$ cat config.mk
export PLATFORM = sky130hd
export DESIGN_NAME = swcb_ram
export DESIGN_NICKNAME = d
export VERILOG_FILES = /design/src/hdl/swcb_ram.sv
export SDC_FILE = /design/constraint.sdc
export NUM_CORES = 1
export LEC_CHECK = 0
export ABC_AREA = 1
export BUFFER_PORTS_ARGS = -buffer_cell sky130_fd_sc_hd__buf_2
export CAP_MARGIN = 20
export CORE_ASPECT_RATIO = 0.5
export CORE_MARGIN = 2
export CORE_UTILIZATION = 44
export CTS_BUF_LIST = sky130_fd_sc_hd__clkbuf_8
export DETAILED_ROUTE_END_ITERATION = 8
export PLACE_DENSITY = 0.61
export SYNTH_ARGS = -nofsm -noshare
export SYNTH_HDL_FRONTEND = slang
export SYNTH_SLANG_ARGS = --single-unit
export TNS_END_PERCENT = 5
$ cat constraint.sdc
create_clock -name clock -period 1.9 [get_ports clock]
set_input_delay 0.095 -clock clock [delete_from_list [all_inputs] [get_ports clock]]
set_output_delay 0.095 -clock clock [all_outputs]
set_load 0.05 [all_outputs]
$ cat src/hdl/swcb_ram.sv
// Generic single-port-write, single-port-read RAM with registered read
module swcb_ram #(
   parameter int Width = 8,
   parameter int Depth = 32
) (
   input logic clock,
   input logic wr_en,
   input logic [$clog2(Depth)-1:0] wr_addr,
   input logic [Width-1:0] wr_data,
   input logic [$clog2(Depth)-1:0] rd_addr,
   output logic [Width-1:0] rd_data
);
   logic [Width-1:0] mem [Depth];

   always_ff @(posedge clock) begin
      if (wr_en) mem[wr_addr] <= wr_data;
      rd_data <= mem[rd_addr];
   end
endmodule

Word-level counts from Yosys, hierarchy flattened
Memories as Yosys holds them, arrays and structs flattened. A register that Yosys moved wholly into a read port is not among the register bits.
Cells that the tools add are included.
W data, S select, Z words.

word-level totals
  bits in registers = 0
  bits in writable memories = 256
  input bits = 20
  output and inout bits = 8
  logic and storage cells = 3
  memories = 1

memories
  memory  depth  width  read ports  clocked after Yosys merged registers in  wr ports  line  text
  mem     32     8      1           1                                        1         13    logic [Width-1:0] mem [Depth];

operators by class
  mux-type cells = 2

operators by type and width
  cell     count
  $mux W1  2

Longest topological paths before layout
Gate-level depths: netlist of the first run.

  word-level depth = 2
  gate-level depth with buffers = 11
  depth with buffers taken out = 9

Worst setup path before layout of the first run
Ideal clock, no wire load.

  kind = input -> register
  from = input port wr_addr[0]
  to = memory mem[0][0] (enable)
  library setup time = 370 ps
  data arrival time = 759 ps
  data required time = 1,530 ps
  path slack = 771 ps
  cell stages on the path = 3
  buffers on the path = 0
  cells stage by stage = inv_1 nand3_1 nor2_1

RTL lines
  what                line  text
  start: declaration  8     input logic [$clog2(Depth)-1:0] wr_addr,
  end: declaration    13

No word-level cell before the write port.

Worst setup path in the final report of the first run
  from = register rd_data[2], read port of mem
  to = output port rd_data[2]

RTL lines
  what                line  text
  start: declaration  11    output logic [Width-1:0] rd_data

No word-level cell between the ends.

==> results.md, run 1 <==
- Run status: completed
- Vias after detailed routing: about 7100
- CORE AREA: 24000 sq um
- Congestion Overflow GR: 0
- TritonCTS sink count: 264
- Capturing point of the worst reg2reg path: rd_data[3]
- Transition time at the pin with the least slew margin: 0.765 ns
- Part of the Yosys area used for sequential elements: 0.728
- Number of gates on the worst path with buffers counted: 1
- Wire length of the first global-routing pass: 39800 microns
- Number of input and output port buffers inserted: 27
- Cells on worst reg2reg path: 8
- Number of buffer and inverter stages on the critical path: 1
- Total Routed Length: 25600 microns
- Total of max-cap violations: 0
- Core Util, Final: 0.499
- Iteration count of the initial detailed-routing pass: 6
- Cell with the largest stage delay on the worst path: sky130_fd_sc_hd__dfxtp_1
- Startpoint of the lowest-slack register-to-register path: mem[9][3]
- Cell family contributing the most delay on the critical path: flip-flops
- Part of the power in registers: 0.565
- Data required time at the worst endpoint: roughly 1.8 ns
- CTS max path bufs: 3
- Ratio of final minimum period to clock period: 0.671
- I/O pin cnt: 28
- Fraction of power consumed by combinational cells: 0.074
- Area of all placed cells without fillers: around 12000 sq um
- Cell count after placement: roughly 1300
- Cell internal pwr: 8.79 mW
- Area fraction of the dominant cell type after synthesis: 0.713
- Number of cells produced by synthesis: between 900 and 1000
- Height of the die: 115 microns
- Total of flip-flops plus latches after synthesis: 264
- Full die area: 25900 sq um
- Leakage: 4.54 nW
- Crit Path Max Fanout: 1
- Number of unique standard cell types used by synthesis: 12
- Net Sw Power: 2.70 mW
- Top area cells in the synthesized netlist: sky130_fd_sc_hd__edfxtp_1 (71%), sky130_fd_sc_hd__nand2_1 (13%), sky130_fd_sc_hd__nand3_1 (9.5%)
- Number of antenna repair diodes: 0
- Type of element capturing the critical path: output pin
- Count of cells along the worst hold path: 5
- Number of buffers inserted during clock tree synthesis: 40
- Area of placed instances: 11300 sq um
- Hold path startpoint: rd_addr[3]
- Worst setup path class: reg -> out
- Via density per instance: 5.36
- Average cell area after synthesis: 11.7 sq um
- Post-detailed-placement half-perimeter wirelength: 14900 microns
- Hold EP: rd_data[0]
- Category of the worst setup path launch point: flip-flop
- Maximum achievable frequency: 784 MHz
- Count of instances resized after the clock tree is built: 0
- Clock transition at the register clock pins on the worst setup and hold paths after CTS: about 0.07 ns
- Clock network fraction of design power: 0.361
- Count of non-filler cells in the finished layout: between 1000 and 1500
- Number of failing setup endpoints in the final timing report: 0
- Critical path cell sequence: buf_2
- Initial antenna violation count: 0
- Switching share of total power: 0.235
- Antenna-violating nets left: 0
- Pin count of the biggest net entering global routing: 73
- Synthesized cell area: 10800 sq um
- Count of unresolved DRC violations after routing: 0
- Most frequent cells in the layout: sky130_fd_sc_hd__nand2_1 (360), sky130_fd_sc_hd__edfxtp_1 (256), sky130_fd_sc_hd__nand3_1 (204)
- Total number of yosys warnings: 0
- Insertion delay of the later-clocked pin in the worst-skew pair: 0.53 ns
- Post-CTS setup buffers: 0
- RSZ-0062 raised after global routing: false
- Effective utilization at floorplan: 0.449
- Fin crit period: 1.28 ns
- Final Max Slew Viols: 0
- Library cell occupying the most area in the post-synthesis netlist: sky130_fd_sc_hd__edfxtp_1
- Proportion of layout cells with a drive suffix above 1: 0.116
- Library cell used as clock root buffer: sky130_fd_sc_hd__clkbuf_8
- Area Growth Syn to Fin: 11.2%
- Arrival time of the worst setup path: 1.18 ns
- Hold Path Class: in -> reg
- Global-route total usage across every layer: 0.205
- Floorplan row count: 40
- Iter 0 DRT Violations: 657
- Setup slack on the worst flop-to-flop path: slightly above 0.7 ns
- Most frequent standard cell in the layout excluding fill and tap cells: sky130_fd_sc_hd__nand2_1
- Layout Skew: 0.0195 ns
- Tightest slew margin relative to the limit: 0.490
- Via count of the first global-routing pass: between 6000 and 7000
- Final hold violation count: 0
- Power density over the cells: between 900 and 1000 nW/um^2
- Die extent in x: 225 microns
- CTS tree: built
- Final Wtd Congestion: 0.814
- H-tree depth reported by CTS: 2
- IR drop worst, VDD: 0.403 mV
- Setup TNS: 0 ns
- Average wire length per cell after detail routing: 19.4 microns
- Syn Nets: roughly 940
- Delay of the slowest cell on the worst path: between 0.3 and 0.4 ns
- Number of nets at the end of the flow: between 1000 and 1500
-- through the flow --
step	power, mW	hold slack [ns]	setup slack, ns
floorplan	7.15	0.194	0.771
finish	11.5	0.0413	0.625
detailed placement	7.47	0.456	0.346
CTS	11.6	0.0151	0.581
global placement	7.47	0.457	0.400
global route	11.9	0.0873	0.588
-- logic make-up (layout without fill, tap and decap cells) --
group	Yosys count	count (layout)	synth area share
AND/OR/NAND/NOR	596	596	0.231
flip-flops	264	264	0.728
buffers and inverters	62	146	0.0414
-- power groups by stage --
| stage | clock, mW | combinational [mW] | sequential (mW) |
|---|---|---|---|
| floorplan | 0 | 0.466 | 6.69 |
| global placement | 0 | 0.842 | 6.62 |
| detailed placement | 0 | 0.848 | 6.62 |
| CTS | 4.24 | 0.852 | 6.50 |
| global route | 4.48 | 0.929 | 6.50 |
| finish | 4.15 | 0.846 | 6.50 |
-- cells in the mapped netlist --
library cell and number:
sky130_fd_sc_hd__buf_1 2, sky130_fd_sc_hd__buf_2 15, sky130_fd_sc_hd__buf_4 4, sky130_fd_sc_hd__buf_6 24, sky130_fd_sc_hd__clkbuf_1 7, sky130_fd_sc_hd__dfxtp_1 8
sky130_fd_sc_hd__edfxtp_1 256, sky130_fd_sc_hd__inv_1 8, sky130_fd_sc_hd__inv_2 2, sky130_fd_sc_hd__nand2_1 360, sky130_fd_sc_hd__nand3_1 204, sky130_fd_sc_hd__nor2_1 32
-- layout make-up --
type	count	area, sq um
well taps	315	394
fillers	2163	12000
clock inverters	22	110
inverters	10	38.8
flip-flops and latches	264	7850
repair buffers	73	548
multi-input cells	596	2490
clock buffers	41	564
-- state kept, by name, indices dropped and copies added (netlist names) --
signal / cells
mem: 256
rd_data: 8
-- repair_timing --
| item | CTS | global route |
|---|---|---|
| endpoints found under the setup margin | 0 | 0 |
| endpoints found under the hold margin | 8 | 0 |
| hold buffers | 1 | 0 |
-- how the worst max path moves through the flow --
stage               start          to  slack (ns)
6_report       rd_data[2]  rd_data[2]        0.62
5_1_grt        rd_data[2]  rd_data[2]        0.59
4_1_cts        rd_data[2]  rd_data[2]        0.58
3_5_place_dp   wr_addr[1]  mem[13][3]        0.35
3_3_place_gp   wr_addr[1]  mem[13][3]        0.40
2_1_floorplan  wr_addr[0]   mem[0][0]        0.77
-- per-layer routing --
layer,part of all wire,routed length (microns),vias up,GRT usage
li1,-,-,3317,-
met1,0.46,11700,3439,0.292
met2,0.45,11400,276,0.323
met3,0.070,1780,51,0.0362
met4,0.024,609,0,0.0702
met5,0,0,-,0
Note: power is estimated with default switching activity, not from simulation.
==> run 2: changes to the inputs <==
==> constraint.sdc (replaced) <==
create_clock -name clock -period 1.2 [get_ports clock]
set_input_delay 0.06 -clock clock [delete_from_list [all_inputs] [get_ports clock]]
set_output_delay 0.06 -clock clock [all_outputs]
set_load 0.05 [all_outputs]
==> run 2 against run 1 <==
Design area increased by 3.8%; flip-flop and latch count unchanged; register-to-register slack got worse by 0.66 ns; hold slack improved by 0.065 ns; worst setup slack got worse by 0.59 ns; power increased by 61%; clock skew increased by 0.013 ns; critical path depth unchanged; critical endpoint is now rd_data[4]; largest cell class unchanged; highest routed layer unchanged.
==> results.md, run 2 (same netlist as run 1, synthesis figures left out) <==
- Insertion delay of the later-clocked pin in the worst-skew pair: 0.54 ns (about the same)
- Ratio of final minimum period to clock period: 0.969
- Iteration count of the initial detailed-routing pass: 4 (-2)
- Total Routed Length: 26500 microns (+3.7%)
- Leakage: 4.72 nW (+4.1%)
- CTS tree: built
- Number of buffers inserted during clock tree synthesis: 39 (-2.5%)
- Delay of the slowest cell on the worst path: 0.36 ns (about the same)
- Tightest slew margin relative to the limit: 0.489 (-0.000572)
- IR drop worst, VDD: 0.569 mV (+41%)
- Number of antenna repair diodes: 0 (unchanged)
- Hold Path Class: in -> reg
- Proportion of layout cells with a drive suffix above 1: 0.171 (+0.0546)
- CORE AREA: 24000 sq um (unchanged)
- Hold path startpoint: rd_addr[3]
- Area of all placed cells without fillers: 12400 sq um (+3.8%)
- Number of gates on the worst path with buffers counted: 1 (unchanged)
- Clock network fraction of design power: 0.362 (about the same)
- Fraction of power consumed by combinational cells: 0.082 (+0.008)
- Most frequent cells in the layout: sky130_fd_sc_hd__nand2_1 (347), sky130_fd_sc_hd__edfxtp_1 (256), sky130_fd_sc_hd__nand3_1 (187)
- TritonCTS sink count: 264 (unchanged)
- Count of cells along the worst hold path: 6 (+1)
- Effective utilization at floorplan: 0.449 (unchanged)
- Vias after detailed routing: 7205 (+1.7%)
- Number of nets at the end of the flow: 1026 (+2.1%)
- Type of element capturing the critical path: output pin
- Worst setup path class: reg -> out
- Congestion Overflow GR: 0 (unchanged)
- Pin count of the biggest net entering global routing: 41 (-44%)
- Power density over the cells: 1490 nW/um^2 (+55%)
- Area Growth Syn to Fin: 15.4%
- Hold EP: rd_data[0]
- Count of unresolved DRC violations after routing: 0 (unchanged)
- Setup TNS: 0 ns (unchanged)
- Final Wtd Congestion: 0.809 (-0.65%)
- Most frequent standard cell in the layout excluding fill and tap cells: sky130_fd_sc_hd__nand2_1
- Number of flip-flops in the largest register: 256 (unchanged)
- Post-Place Worst Slack: -0.173 ns (-0.520 ns)
- Library cell used as clock root buffer: sky130_fd_sc_hd__clkbuf_8
- RSZ-0062 raised after global routing: true
- Most flop-heavy register: mem
- Fin crit period: ~1.2 ns
- Startpoint of the lowest-slack register-to-register path: mem[19][6]
- Post-CTS setup buffers: 0 (unchanged)
- Number of input and output port buffers inserted: 27 (unchanged)
- Via density per instance: 5.36 (about the same)
- Global-route total usage across every layer: 0.212 (+0.00663)
- Switching share of total power: 0.239 (+0.00354)
- Via count of the first global-routing pass: 7089 (+2.2%)
- Net Sw Power: 4.42 mW (+64%)
- Initial antenna violation count: 0 (unchanged)
- Full die area: 25900 sq um (unchanged)
- Run status: completed
- Final hold violation count: 0 (unchanged)
- Number of buffer and inverter stages on the critical path: 1 (unchanged)
- Maximum achievable frequency: approximately 860 MHz
- Cells on worst reg2reg path: 8 (unchanged)
- Crit Path Max Fanout: 1 (unchanged)
- Post-detailed-placement half-perimeter wirelength: 16100 microns (+7.7%)
- Final worst setup slack: 0.0377 ns (-0.587 ns)
- Final Max Slew Viols: 0 (unchanged)
- Cell family contributing the most delay on the critical path: flip-flops
- Layout Skew: 0.0323 ns (+0.0127 ns)
- Tot Pwr: 18.5 mW (+61%)
- Transition time at the pin with the least slew margin: 0.766 ns (+0.000858 ns)
- Height of the die: 115 microns (unchanged)
- CTS max path bufs: 3 (unchanged)
- Data required time at the worst endpoint: 1.14 ns (-0.66 ns)
- Cell internal pwr: 14.1 mW (+60%)
- Die extent in x: 225 microns (unchanged)
- Wire length of the first global-routing pass: 41100 microns (+3.3%)
- Antenna-violating nets left: 0 (unchanged)
- Critical path cell sequence: buf_4
- Setup slack on the worst flop-to-flop path: 0.06 ns (-0.66 ns)
- I/O pin cnt: 28 (unchanged)
- H-tree depth reported by CTS: 2 (unchanged)
- Total of max-cap violations: 0 (unchanged)
- Number of failing setup endpoints in the final timing report: 0 (unchanged)
- Part of the power in registers: 0.556 (-0.009)
- Floorplan row count: 40 (unchanged)
- Average wire length per cell after detail routing: 19.7 microns (+1.9%)
- Core Util, Final: 0.518 (+0.0188)
- Category of the worst setup path launch point: flip-flop
- Area of placed instances: 11600 sq um (+2.3%)
- Cell with the largest stage delay on the worst path: sky130_fd_sc_hd__dfxtp_1
- Iter 0 DRT Violations: 780 (+19%)
- Capturing point of the worst reg2reg path: rd_data[6]
- Arrival time of the worst setup path: 1.10 ns (-0.08 ns)
- Clock transition at the register clock pins on the worst setup and hold paths after CTS: 0.06 ns (about the same)
- Top Registers: mem: 256 flops, rd_data: 8 flops
-- run 2: cell count changes in the layout (fill, tap and decap cells not counted), sizes merged --
cell	change
buf	+21
clkbuf	+5
inv	-5
clkinv	+3
bufinv	-1
clkinvlp	+1
-- run 2: power groups by stage --
stage                     clock network [mW]  registers (mW)  logic [mW]
after detailed placement                   0            10.5        1.44
after CTS                               6.84            10.3        1.47
after global routing                    7.23            10.3        1.66
after global placement                     0            10.5        1.43
final                                   6.72            10.3        1.52
after floorplan                            0            10.6       0.739
-- run 2: per-stage QoR --
stage          hold WS, ns  cells
2_1_floorplan        0.159    922
3_3_place_gp         0.409   1279
3_5_place_dp         0.420   1279
4_1_cts             0.0834   1345
5_1_grt             0.0990   1345
6_report             0.107   1345
-- run 2: area by class of cell --
cell class | count | area [sq um]
Fill cell | 2077 | 11600
Sequential cell | 264 | 7850
Multi-Input combinational cell | 596 | 2620
Timing Repair Buffer | 95 | 845
Clock buffer | 45 | 619
Tap cell | 315 | 394
Clock inverter | 20 | 86.3
Inverter | 10 | 38.8
-- run 2: worst max path at each step --
stage | startpoint | to | slack (ns)
after floorplan | wr_addr[0] | mem[0][0] | 0.11
after global placement | rd_addr[0] | rd_data[3] | -0.16
after detailed placement | rd_addr[0] | rd_data[6] | -0.17
after CTS | mem[25][3] | rd_data[3] | 0.003
after global routing | mem[27][6] | rd_data[6] | -0.002
final | rd_data[4] | rd_data[4] | 0.04
-- run 2: what timing repair did --
item	in CTS	in global routing
gates cloned	0	0
gates resized for setup	11	32
endpoints found under the setup margin	7	8
hold endpoints to repair	8	0
hold buffers	1	0
pin swaps	0	16
-- run 2: metal layers --
layer	wire, microns	global-route usage	up-vias	part of all wire
li1	-	-	3359	-
met1	12000	0.302	3551	0.45
met2	12200	0.337	244	0.46
met3	1820	0.0398	51	0.068
met4	510	0.0587	0	0.019
met5	0	0	-	0
